File: src/design/vdec_pkg.sv
`timescale 1ns / 1ps
// ----------------------------------------------------------------------------
// vdec_pkg
// Shared types and constants for the vector distance block.
// ----------------------------------------------------------------------------
package vdec_pkg;

    localparam int MAX_LEN = 4096;
    localparam int CNT_W   = 13;

    localparam logic [1:0] STATUS_OK       = 2'd0;
    localparam logic [1:0] STATUS_ZERO_NRM = 2'd1;
    localparam logic [1:0] STATUS_LEN_OVF  = 2'd2;

    localparam logic MODE_EUCLID = 1'b0;
    localparam logic MODE_COSINE = 1'b1;

    typedef struct packed {
        logic signed [15:0] elem_a;
        logic signed [15:0] elem_b;
        logic               last_elem;
    } in_word_t;

    typedef struct packed {
        logic signed [31:0] dist_value;
        logic [1:0]         status;
    } out_word_t;

    typedef struct packed {
        logic               mode;
        logic [CNT_W-1:0]   count;
        logic [45:0]        sum_sq_diff;
        logic [43:0]        sum_aa;
        logic [43:0]        sum_bb;
        logic signed [44:0] sum_ab;
        logic               overflow;
    } job_t;

    typedef struct packed {
        logic full;
        logic one_left;
    } qstat_t;

endpackage

File: src/design/vdec_jobq.sv
`timescale 1ns / 1ps
// ----------------------------------------------------------------------------
// vdec_jobq
// Two-entry queue of finished accumulations between front and back.
// ----------------------------------------------------------------------------
module vdec_jobq (
    input  logic             clk,
    input  logic             rst_n,
    input  logic             wr,
    input  vdec_pkg::job_t   wr_word,
    input  logic             rd,
    output logic             nonempty,
    output vdec_pkg::job_t   rd_word,
    output vdec_pkg::qstat_t qstat
);
    import vdec_pkg::*;

    job_t       mem_reg [2];
    logic       wp_reg, rp_reg;
    logic [1:0] cnt_reg;

    assign nonempty       = (cnt_reg != 2'd0);
    assign rd_word        = mem_reg[rp_reg];
    assign qstat.full     = (cnt_reg == 2'd2);
    assign qstat.one_left = (cnt_reg == 2'd1);

    always_ff @(posedge clk or negedge rst_n)
    begin
        if (!rst_n)
        begin
            wp_reg  <= 1'b0;
            rp_reg  <= 1'b0;
            cnt_reg <= 2'd0;
        end
        else
        begin
            if (wr)
                wp_reg <= ~wp_reg;
            if (rd)
                rp_reg <= ~rp_reg;
            cnt_reg <= cnt_reg + {1'b0, wr} - {1'b0, rd};
        end
    end

    always_ff @(posedge clk)
    begin
        if (wr)
            mem_reg[wp_reg] <= wr_word;
    end

endmodule

File: config.mk
export PLATFORM = sky130hd
export DESIGN_NAME = vdec_jobq
export DESIGN_NICKNAME = d
export VERILOG_FILES = /design/src/design/vdec_pkg.sv /design/src/design/vdec_jobq.sv
export SDC_FILE = /design/constraint.sdc
export NUM_CORES = 1
export LEC_CHECK = 0
export ABC_AREA = 1
export BUFFER_PORTS_ARGS = -buffer_cell sky130_fd_sc_hd__buf_4
export CAP_MARGIN = 40
export CORE_ASPECT_RATIO = 1.75
export CORE_MARGIN = 8
export CORE_UTILIZATION = 50
export CTS_BUF_LIST = sky130_fd_sc_hd__clkbuf_2
export DETAILED_ROUTE_END_ITERATION = 16
export PLACE_DENSITY = 0.78
export SLEW_MARGIN = 20
export SYNTH_ARGS = -nofsm -noshare
export SYNTH_HDL_FRONTEND = slang
export SYNTH_SLANG_ARGS = --single-unit
File: constraint.sdc
create_clock -name clk -period 9.6 [get_ports clk]
set_input_delay 1.44 -clock clk [delete_from_list [all_inputs] [get_ports clk]]
set_output_delay 1.44 -clock clk [all_outputs]
set_load 0.005 [all_outputs]
# Yosys cells after proc, flatten, opt, wreduce, memory -nomap -nowiden
# Memory sizes are Yosys's and may differ from the RTL's.
# Cells that the tools add are included.
[op_classes] div=0 n_addsub=2 multipliers=0 eq_ne=2 bitwise=2 muxes=2 reduce_logical=1 n_shift=0 order_cmp=0
[ops] op="2-bit by 1-bit adder with 2-bit output" count=1
[ops] op="2-bit by 1-bit equality test with 1-bit output, second input constant" count=1
[ops] op="2-bit equality test, second input constant" count=1
[ops] op="1-bit 2-to-1 mux" count=2
[ops] op="1-bit inverter" count=2
[ops] op="2-bit nonzero test" count=1
[ops] op="2-bit by 1-bit subtractor with 2-bit output" count=1
[word_totals] rom_bits=0 latch_bits=0 n_memories=1 output_inout_bits=197 ramBits=388 word_cells=13 input_bits=198 register_bits=4
[mem_list] name="mem_reg" words=2 word_bits=194 read_ports=1 rd_ports_with_merged_regs=0 wr=1 line_no="vdec_jobq.sv:18" text="job_t mem_reg [2];"

# Longest topological paths before layout
[logic_depth] ltp_word=2 mapped_depth=7 ltp_nobuf=7

# Least setup slack after synthesis
# OpenSTA, ideal clock, no wires.
[synth_path] path_type="in2reg" startpoint="input port wr" endpoint="memory mem_reg[0][0] (netlist bit) (enable)" slack_ns=-0.744 path_buffers=0 t_arrival_ns=9.587 cell_stages=2 path_cell_list="inv_1 > nor2_1"
[synth_via] elab_chain_len=2
[synth_rtl] element="start, declared" line_no="vdec_jobq.sv:9" text="input logic wr,"
[synth_rtl] element="1-bit 2-to-1 mux" line_no="vdec_jobq.sv:47" text="if (wr)"
[synth_rtl] element="1-bit 2-to-1 mux (not written as such)" line_no="vdec_jobq.sv:48" text="mem_reg[wp_reg] <= wr_word;"
[synth_rtl] element="end, declared" line_no="vdec_jobq.sv:18"
# Every way passes these cells.

==> impl_metrics.toml <==
[timing]
final-hold-violation-count = 0
slew_headroom = 0.168
finalMaxSlewViolations = 0
tightest_slew_ns = 1.25
setup_viol = 0
max_freq_ghz = 0.215
finalCriticalPeriod_ns = 4.65
rsz0062_at_grt = "false"
setup_tns_ns = 0
finalHoldWorstSlack_ns = 0.302
final_min_period_over_clock_period = 0.484
final.setup_skew_ns = 0.0598

[die]
ios = 395
core_footprint_mm2 = 0.0322
initial_utilization = 0.507
die_x_um = 153
design.die.area_mm2 = 0.0389
std_cell_rows = 87
fp.dieH_um = 255

[min_path]
min-delay-path-class = "in2async"

[placement]
post_dp_hpwl_um = 26200
port_buffers = 394
placed_area_mm2 = 0.0195
finalWeightedCongestion = 0.782

[clock_tree]
clk_slew_on_worst_s_h_paths_ns = 0.13
clock-sinks = 392
clock_tree.root_cell = "clkbuf_2"
post_cts.resized_instances = 0
clock_insertion_delay_worst_skew_ns = 0.91
cts_buffers = 85
cts_tree = "built"
ctsHoldBuffers = 0
htree_levels = 3
cts_setup_buffers = 0
maximum_clock_path_buffer_count = 3

[yosys]
synth_largest_area_cell = "edfxtp_1"
synth.avg_cell_area_um2 = 15.7
synth.area.top_cells = "edfxtp_1 (71%), o21ai_2 (9.1%), nand2_4 (6.2%)"
postSynthNetCount = 1239
syn-cell-area_mm2 = 0.0163
yosys_cell_types = 16
portion_of_synthesized_cell_area_occupied_by_the_leading_cell_type = 0.714
synth_sequential_area_ratio = 0.720
synth-seq-cells = 392
postSynthCellCount = 1039
synth.yosys.warnings = 0

[route]
num_vias = 9371
number_of_optimization_iterations_in_the_first_detailed_route_pass = 4
detail_route.iter0.violations = 368
wl_per_cell_um = 18.4
route.antenna.remaining_nets = 0
drc = 0
vias_per_cell = 4.78
wirelength_um = 36000

[global_routing]
antenna_found_initial = 6
track_usage = 0.181
first_global_vias = 9763
grt_first_pass_wirelength_um = 53600
overflow = 0
grt_start_max_net_pins = 134

[setup_path]
timing.rr.start = "wp_reg"
path_class = "reg2out"
startpoint_of_the_most_critical_setup_path = "rp_reg"
r2r.worst_path.cells = 4
worst_r2r_endpoint = "mem_reg[0][160]"
end_kind = "primary output"
cp_data_arrival_time_ns = 3.21
cp_data_required_time_ns = 8.16
crit_path_start_kind = "flip-flop"
critPathMaxFanout = 97
r2r_setup_slack_ns = 7.18

[run_status]
status = "complete, no violations"

[power_and_ir_drop]
power.leakage_nw = 8.83
total_power_mw = 5.67
power_per_cell_area_mw_per_mm2 = 279
peak_supply_drop_mv = 0.294

[final_layout]
layout.core_utilization = 0.631
layout.cells.most_common = "buf_4"
final_net_count = 1689
seq_area_mm2 = 0.0118
finalInstanceArea_mm2 = 0.0203
multi_input_comb_area_mm2 = 0.00329
most-common-layout-cells = "buf_4 (398), edfxtp_1 (388), inv_1 (200)"
drive_gt1_frac = 0.565
number_of_filler_cells_placed_in_the_layout = 2413
growth_of_design_area_from_synthesis_to_finish_pct = 24.5
largest_reg_flops = 388

[flow_run]
drv.max_cap_violation_count = 0
[how the worst max path moves through the flow]
stage	end	slack, ns	cells after the start
final	rd_word[172]	4.95	5
after global routing	rd_word[174]	4.62	5
after CTS	rd_word[172]	4.77	5
after detailed placement	rd_word[172]	5.86	5
after global placement	rd_word[172]	5.36	5
after floorplan	mem_reg[0][0]	2.65	2
[where the power goes]
| group | switching, mW | total [mW] | internal, mW |
|---|---|---|---|
| combinational | 1.25 | 2.23 | 0.988 |
| sequential | 0.133 | 2.40 | 2.27 |
| clock | 0.611 | 1.03 | 0.422 |
[routing by layer]
layer / up-vias / wire length (um) / global-route usage
met5: - / 0 / 0
met4: 0 / 1520 / 0.111
met3: 70 / 2450 / 0.0568
met2: 334 / 20700 / 0.346
met1: 4458 / 11300 / 0.164
li1: 4509 / - / -
[worst max-delay path, cell delays in order, from the launching register on]
cell and delay (ns):
dfrtp_4 0.64, buf_12 0.56, buf_12 0.58, nand2_1 0.12
o21ai_1 0.11, buf_4 0.13
[metrics by stage]
step                      worst slack, ns  cells
final                                4.95   1959
after global routing                 4.62   1959
after CTS                            4.77   1953
after detailed placement             5.86   1802
after global placement               5.36   1797
after floorplan                      2.65   1039
[synth_stat cells, drive strengths merged]
master  instances
o21ai         194
nor2            3
xor2            2
ha              2
inv           201
nand3           1
nand2         201
buf            43
dfrtp           4
edfxtp        388
[cell families (layout without fill, tap and decap cells)]
group,Yosys count,count (layout),synth area share
fa+ha+maj,2,2,0.00153
flops,392,392,0.720
simple gates,205,205,0.100
other cells,0,6,0
buf+inv,244,758,0.0787
xor+xnor,2,2,0.00107
compound gates,194,194,0.0986
[layout make-up]
type | count | share of cell area
Inverter | 201 | 0.0375
Tap cell | 400 | 0.0246
Antenna cell | 6 | 0.000739
Clock inverter | 30 | 0.0102
Sequential cell | 392 | 0.578
Timing Repair Buffer | 406 | 0.157
Clock buffer | 121 | 0.0298
Multi-Input combinational cell | 403 | 0.162
Power figures use the tool's default switching activity.
