[src/design/vdec_pkg.sv]
`timescale 1ns / 1ps
// ----------------------------------------------------------------------------
// vdec_pkg
// Shared types and constants for the vector distance block.
// ----------------------------------------------------------------------------
package vdec_pkg;

    localparam int MAX_LEN = 4096;
    localparam int CNT_W   = 13;

    localparam logic [1:0] STATUS_OK       = 2'd0;
    localparam logic [1:0] STATUS_ZERO_NRM = 2'd1;
    localparam logic [1:0] STATUS_LEN_OVF  = 2'd2;

    localparam logic MODE_EUCLID = 1'b0;
    localparam logic MODE_COSINE = 1'b1;

    typedef struct packed {
        logic signed [15:0] elem_a;
        logic signed [15:0] elem_b;
        logic               last_elem;
    } in_word_t;

    typedef struct packed {
        logic signed [31:0] dist_value;
        logic [1:0]         status;
    } out_word_t;

    typedef struct packed {
        logic               mode;
        logic [CNT_W-1:0]   count;
        logic [45:0]        sum_sq_diff;
        logic [43:0]        sum_aa;
        logic [43:0]        sum_bb;
        logic signed [44:0] sum_ab;
        logic               overflow;
    } job_t;

    typedef struct packed {
        logic full;
        logic one_left;
    } qstat_t;

endpackage

[src/design/vdec_front.sv]
`timescale 1ns / 1ps
// ----------------------------------------------------------------------------
// vdec_front
// Accepts element pairs, counts them and accumulates the four sums.
// ----------------------------------------------------------------------------
module vdec_front (
    input  logic               clk,
    input  logic               rst_n,
    input  logic               cfg_we,
    input  logic               cfg_data,
    input  logic               push,
    output logic               full,
    input  vdec_pkg::in_word_t in_word,
    input  vdec_pkg::qstat_t   qstat,
    output logic               job_push,
    output vdec_pkg::job_t     job_word
);
    import vdec_pkg::*;

    logic             mode_reg;
    logic [CNT_W-1:0] cnt_reg, cnt_next;
    logic             ovf_reg, ovf_next;
    logic             s1_valid_reg, s1_last_reg, s1_skip_reg, s1_ovf_reg;
    logic signed [15:0] s1_a_reg, s1_b_reg;
    logic [CNT_W-1:0] s1_cnt_reg;
    logic [45:0]      ssd_reg, ssd_next;
    logic [43:0]      aa_reg, aa_next, bb_reg, bb_next;
    logic signed [44:0] ab_reg, ab_next;

    logic accept, skip;
    logic signed [16:0] d;
    logic signed [33:0] pdd;
    logic signed [31:0] paa, pbb, pab;

    assign full   = qstat.full || (qstat.one_left && s1_valid_reg && s1_last_reg);
    assign accept = push && !full;
    assign skip   = (cnt_reg >= CNT_W'(MAX_LEN));

    always_comb
    begin
        ovf_next = ovf_reg | skip;
        cnt_next = skip ? cnt_reg : cnt_reg + 1'b1;
    end

    always_comb
    begin
        d   = {s1_a_reg[15], s1_a_reg} - {s1_b_reg[15], s1_b_reg};
        pdd = d * d;
        paa = s1_a_reg * s1_a_reg;
        pbb = s1_b_reg * s1_b_reg;
        pab = s1_a_reg * s1_b_reg;
        ssd_next = ssd_reg;
        aa_next  = aa_reg;
        bb_next  = bb_reg;
        ab_next  = ab_reg;
        if (s1_valid_reg && !s1_skip_reg)
        begin
            ssd_next = ssd_reg + {12'd0, pdd};
            aa_next  = aa_reg + {12'd0, paa};
            bb_next  = bb_reg + {12'd0, pbb};
            ab_next  = ab_reg + {{13{pab[31]}}, pab};
        end
    end

    assign job_push = s1_valid_reg && s1_last_reg;
    always_comb
    begin
        job_word.mode        = mode_reg;
        job_word.count       = s1_cnt_reg;
        job_word.sum_sq_diff = ssd_next;
        job_word.sum_aa      = aa_next;
        job_word.sum_bb      = bb_next;
        job_word.sum_ab      = ab_next;
        job_word.overflow    = s1_ovf_reg;
    end

    always_ff @(posedge clk or negedge rst_n)
    begin
        if (!rst_n)
        begin
            mode_reg     <= MODE_EUCLID;
            cnt_reg      <= '0;
            ovf_reg      <= 1'b0;
            s1_valid_reg <= 1'b0;
            s1_last_reg  <= 1'b0;
            ssd_reg      <= '0;
            aa_reg       <= '0;
            bb_reg       <= '0;
            ab_reg       <= '0;
        end
        else
        begin
            if (cfg_we)
                mode_reg <= cfg_data;
            s1_valid_reg <= accept;
            if (accept)
            begin
                s1_last_reg <= in_word.last_elem;
                if (in_word.last_elem)
                begin
                    cnt_reg <= '0;
                    ovf_reg <= 1'b0;
                end
                else
                begin
                    cnt_reg <= cnt_next;
                    ovf_reg <= ovf_next;
                end
            end
            if (job_push)
            begin
                ssd_reg <= '0;
                aa_reg  <= '0;
                bb_reg  <= '0;
                ab_reg  <= '0;
            end
            else
            begin
                ssd_reg <= ssd_next;
                aa_reg  <= aa_next;
                bb_reg  <= bb_next;
                ab_reg  <= ab_next;
            end
        end
    end

    always_ff @(posedge clk)
    begin
        if (accept)
        begin
            s1_a_reg    <= in_word.elem_a;
            s1_b_reg    <= in_word.elem_b;
            s1_skip_reg <= skip;
            s1_cnt_reg  <= cnt_next;
            s1_ovf_reg  <= ovf_next;
        end
    end

endmodule

[config.mk]
export PLATFORM = sky130hd
export DESIGN_NAME = vdec_front
export DESIGN_NICKNAME = d
export VERILOG_FILES = /design/src/design/vdec_pkg.sv /design/src/design/vdec_front.sv
export SDC_FILE = /design/constraint.sdc
export NUM_CORES = 2
export LEC_CHECK = 0
export BUFFER_PORTS_ARGS = -buffer_cell sky130_fd_sc_hd__buf_2
export CORE_MARGIN = 2
export CORE_UTILIZATION = 50
export DETAILED_ROUTE_END_ITERATION = 10
export PLACE_DENSITY = 0.69
export SLEW_MARGIN = 10
export SYNTH_ARGS = -nofsm -noshare
export SYNTH_HDL_FRONTEND = slang
export SYNTH_SLANG_ARGS = --single-unit
[constraint.sdc]
create_clock -name clk -period 29.1 [get_ports clk]
set_input_delay 4.365 -clock clk [delete_from_list [all_inputs] [get_ports clk]]
set_output_delay 4.365 -clock clk [all_outputs]
set_load 0.05 [all_outputs]
# [After elaboration in Yosys (flattened, before gate mapping)]
# Cells that the tools add are included.
# Widths: inputs -> output; s select.
[classes] bitwise_logic=1 n_addsub=6 muxes=11 magnitude_cmp=1 mul=4 n_reduce_logical=8
[ops] op="$mux 44" n=4
[ops] op="$mul 16x16->32" n=3
[ops] op="$mux 46" n=2
[ops] op="$mux 45" n=2
[ops] op="$add 44x32->44" n=2
[ops] op="$add 46x34->46" n=1
[ops] op="$add 45x45->45" n=1
[ops] op="$mul 17x17->34" n=1
[ops] op="$mux 13" n=2
[ops] op="$sub 16x16->17" n=1
[ops] op="$add 13x1->13 const B" n=1
[ops] op="$ge 13x13->1 const B" n=1
[ops] op="$logic_and 1x1->1" n=5
[ops] op="$logic_not 1->1" n=2
[ops] op="$logic_or 1x1->1" n=1
[ops] op="$mux 1" n=1
[ops] op="$or 1x1->1" n=1
[totals] input_bits=40 reg_bits=243 out_inout_bits=196 word_cells=45

# [Depth between registers and ports, before layout]
[logic_depth] word_depth=5 mapped_depth=49 mapped_depth_nobuf=46

# [Worst setup path before layout]
# Ideal clock, no wire load.
[synth_timing] kind="flip-flop to output port" start="register s1_a_reg[1]" end="output job_word[176] (netlist name)" required_ns=24.735 stages_incl_launch_ff=44 setup_slack_ns=14.131 n_path_buf=4 t_arrival_ns=10.604 cell_sequence="edfxtp_1 > clkbuf_1 > clkinv_1 > clkbuf_1 > fa_1 > nor2b_1 > o21ai_1 > a21boi_1 > o21ai_1 > a21oi_1 > a311o_1 > a21oi_1 > or2_2 > clkbuf_1 > inv_2 > clkbuf_1 > nand2_1 > fa_1 > [8 not listed] > ha_1 > a211o_1 > nor2_1 > o211ai_1 > a311oi_1 > o21ai_0 > o31ai_1 > o21bai_1 > a21oi_1 > xnor2_1 > ha_1 > o21a_1 > o21a_1 > o21ai_0 > a31oi_1 > o41ai_2 > nor2_1 > xor2_1"
[synth_rtl] element="start, declared" line_no="vdec_front.sv:24" source="logic signed [15:0] s1_a_reg, s1_b_reg;"
[synth_rtl] element="start signal, assigned" line_no="vdec_front.sv:131" source="s1_a_reg <= in_word.elem_a;"
[synth_rtl] element="end, declared" line_no="vdec_front.sv:16" source="output vdec_pkg::job_t job_word"

==> summary.md <==
| Metric | Value |
|---|---|
| Ports | 236 |
| Most frequent cells in the layout | inv_1, fa_1, nand2_1 |
| GR Util met1 | a little under two fifths |
| Finish-stage setup viols | 0 |
| Syn Inst Count | slightly above 6000 |
| Root buffer cell | clkbuf_16 |
| Sequential fraction of the synthesis area | between 10% and 20% |
| Vias in the first global route | 44351 |
| Post-synth EDFFs | 47 |
| Die X | 335.5 um |
| Largest stage delay on the critical path | 0.93 ns |
| Req. time, crit path | between 20 and 25 ns |
| Setup bufs post-CTS | 0 |
| Clk sinks | 243 |
| CTS buffer count | 34 |
| Post-Syn Area | about 0.055 mm2 |
| All-Layer GR Usage | roughly 28% |
| F_max | roughly 58 MHz |
| Gr ovfl total | 0 |
| Max reg flops | 46 |
| Post-layout min period | ~17 ns |
| Die Ht | 335.5 um |
| Async SR Flop Fraction | around four fifths |
| Commonest non-fill, non-tap cell in the layout | inv_1 |
| Actual slew at the worst max-slew pin | ~1.2 ns |
| GR Layer Usage met3 | 5.151% |
| Gp weighted congestion | 0.9389 |
| Synth warn | 0 |
| Cts repair resizes | 0 |
| Yosys reg bits | around 240 |
| Setup TNS | 0 ns |
| Initial antenna violation count | 7 |
| CTS tree | done |
| Clk_lat worst skew | a little under 0.6 ns |
| Status | completed |
| Final WL | 149500 um |
| Hold Buf Count CTS | 0 |
| Slew Viols, Final | 0 |
| RSZ-0062 raised after global routing | false |
| First drt pass iteration count | 5 |
| H-tree lvl count | 2 |
| Detailed Route Iter0 Violations | 2879 |
| First-pass GRT wire length | ~240000 um |
| Vias per std cell | around 5.4 |
| Max cap viols | 0 |
| Kind of start point of the critical path | register |
| PortBufs | roughly 240 |
| Max-slew headroom | ~20% |
| GRT busiest layer | met2 |
| Post-route ant nets | 0 |
| Clock-pin slew on the worst setup and hold paths | about 0.06 ns |
| Main flop type after synthesis | dfrtp_1 |
| Post-DR wirelength/cell | roughly 19 um |
| Starting density of the core | between 50% and 60% |
| Die ar. | between 0.1 and 0.15 mm2 |
| Rows | 121 |
| HP Class | reg -> reg |
| Worst Path Arrival | 12.97 ns |
| Clk buf depth | 3 |
| Average cell area after synthesis | 8.885 um2 |
| Hpwl dp | between 100000 and 150000 um |
| Largest net degree at the start of global routing | 91 |
| Total number of vias | between 40000 and 50000 |
| CP max FO | 22 |
| Yosys cell types | 88 |
| Area Growth Syn to Fin | 6.972% |
| Layout Nets | ~8000 |
| Core area | roughly 0.11 mm2 |
| Crit-path slowest cell | edfxtp_1 |
| Worst Skew | between 0.02 and 0.025 ns |
| Crit Path Class | reg -> out |
| Synthesized net count | just under 8000 |
| Worst setup EP type | output port |
| M2 GR Usage | between 40% and 50% |
| Share of post-route cells with drive strength above 1 | around 6.3% |
| Tcrit/Tclk final | roughly three fifths |
| Final Hold Violating Endpoints | 0 |
| Drc violations | 0 |
| Fill count | 9895 |
-- metal layers --
layer	part of all wire, %	vias up
met5	0.0080	-
met3	7.8	235
met1	42	21042
met2	46	1397
met4	3.8	2
li1	-	19480
-- cell type report --
cell class	instances	area (um2)	area share [%]
Antenna cell	3	7.507	0.01278
Tap cell	1414	1769	3.011
Multi-Input combinational cell	4427	42950	73.09
Clock inverter	17	193.9	0.3300
Sequential cell	243	6316	10.75
Clock buffer	45	922.1	1.569
Inverter	1322	4962	8.444
Timing Repair Buffer	294	1642	2.794
-- per-stage QoR --
step,area [um2],std cells,util (%),hold slack [ns],setup slack (ns)
global placement,57640,7700,52.95,0.4836,12.83
finish,58760,7765,53.98,0.5099,11.77
floorplan,54930,6183,-,0.4776,14.13
detailed placement,57640,7700,52.95,0.4960,12.59
CTS,58760,7762,53.98,0.5084,11.90
global route,58760,7763,53.98,0.5278,10.98
-- final timing paths --
path / endpoint / slack, ns / startpoint / depth (start not counted)
max: job_word[174] / 11.77 / s1_b_reg[1]$_DFFE_PP_ / 40
min: mode_reg$_DFFE_PN0P_ / 0.51 / mode_reg$_DFFE_PN0P_ / 1
max reg2reg: ssd_reg[40]$_DFF_PN0_ / 16.89 / s1_b_reg[1]$_DFFE_PP_ / 39
min reg2reg: mode_reg$_DFFE_PN0P_ / 0.51 / mode_reg$_DFFE_PN0P_ / 1
max in group asynchronous: bb_reg[12]$_DFF_PN0_ / 23.21 / rst_n / 3
min in group asynchronous: aa_reg[40]$_DFF_PN0_ / 3.82 / rst_n / 1
-- Yosys cell counts (5+ instances only) --
master | count | area [um2]
inv_2 | 7 | 26.28
clkinv_1 | 10 | 37.54
nand3_1 | 56 | 280.3
fa_1 | 1013 | 20280
a22o_1 | 8 | 70.07
nor4_1 | 5 | 31.28
or2_2 | 12 | 75.07
nor2b_1 | 36 | 225.2
buf_1 | 18 | 67.56
a221oi_1 | 7 | 61.31
a211oi_1 | 36 | 270.3
nand2b_1 | 57 | 356.6
o21bai_1 | 37 | 277.8
mux2i_1 | 6 | 60.06
o21ai_0 | 188 | 940.9
ha_1 | 518 | 6481
o211ai_1 | 15 | 112.6
o31ai_1 | 17 | 127.6
a211o_1 | 8 | 70.07
a311oi_1 | 8 | 70.07
nand2_1 | 745 | 2796
nand4_1 | 30 | 187.7
a31oi_1 | 24 | 150.1
a21o_1 | 117 | 878.3
a21oi_1 | 271 | 1356
edfxtp_1 | 47 | 1411
or4_1 | 10 | 75.07
a41oi_1 | 5 | 43.79
xnor2_1 | 203 | 1778
inv_1 | 1305 | 4898
and2_1 | 198 | 1239
clkbuf_1 | 169 | 634.4
or3_1 | 16 | 100.1
xor2_1 | 119 | 1042
o21a_1 | 37 | 277.8
nor2_1 | 388 | 1456
a31o_2 | 5 | 43.79
and3_1 | 29 | 181.4
mux2_2 | 9 | 101.4
a2111oi_0 | 5 | 43.79
nor3_1 | 45 | 225.2
a21boi_0 | 6 | 45.04
and4_1 | 6 | 52.55
o21ai_1 | 51 | 255.2
dfrtp_1 | 196 | 4905
-- critical path, delay by kind of cell, from the launching register on --
kind                       cells  cell delay [ns]
adders and majority gates      9             4.18
xor gates and xnor gates       2             0.32
AOI/OAI and AO/OA             16             3.69
buffers and inverters          8             1.72
DFF                            1             0.93
and+or+nand+nor                5             1.50
-- cell families (layout without fill, tap and decap cells) --
| group | after synthesis | count (layout) | share of synthesized area (%) |
|---|---|---|---|
| simple gates | 1655 | 1655 | 13.57 |
| fa+ha+maj | 1531 | 1531 | 48.71 |
| buf+inv | 1513 | 1678 | 10.36 |
| compound gates | 903 | 903 | 10.39 |
| xor+xnor | 323 | 323 | 5.175 |
| flops | 243 | 243 | 11.50 |
| mux | 15 | 15 | 0.2938 |
| other cells | 0 | 3 | 0 |
Power is left out: the tool's default activity adds up to more than one toggle a clock period on the data nets, which glitch-free logic cannot reach.
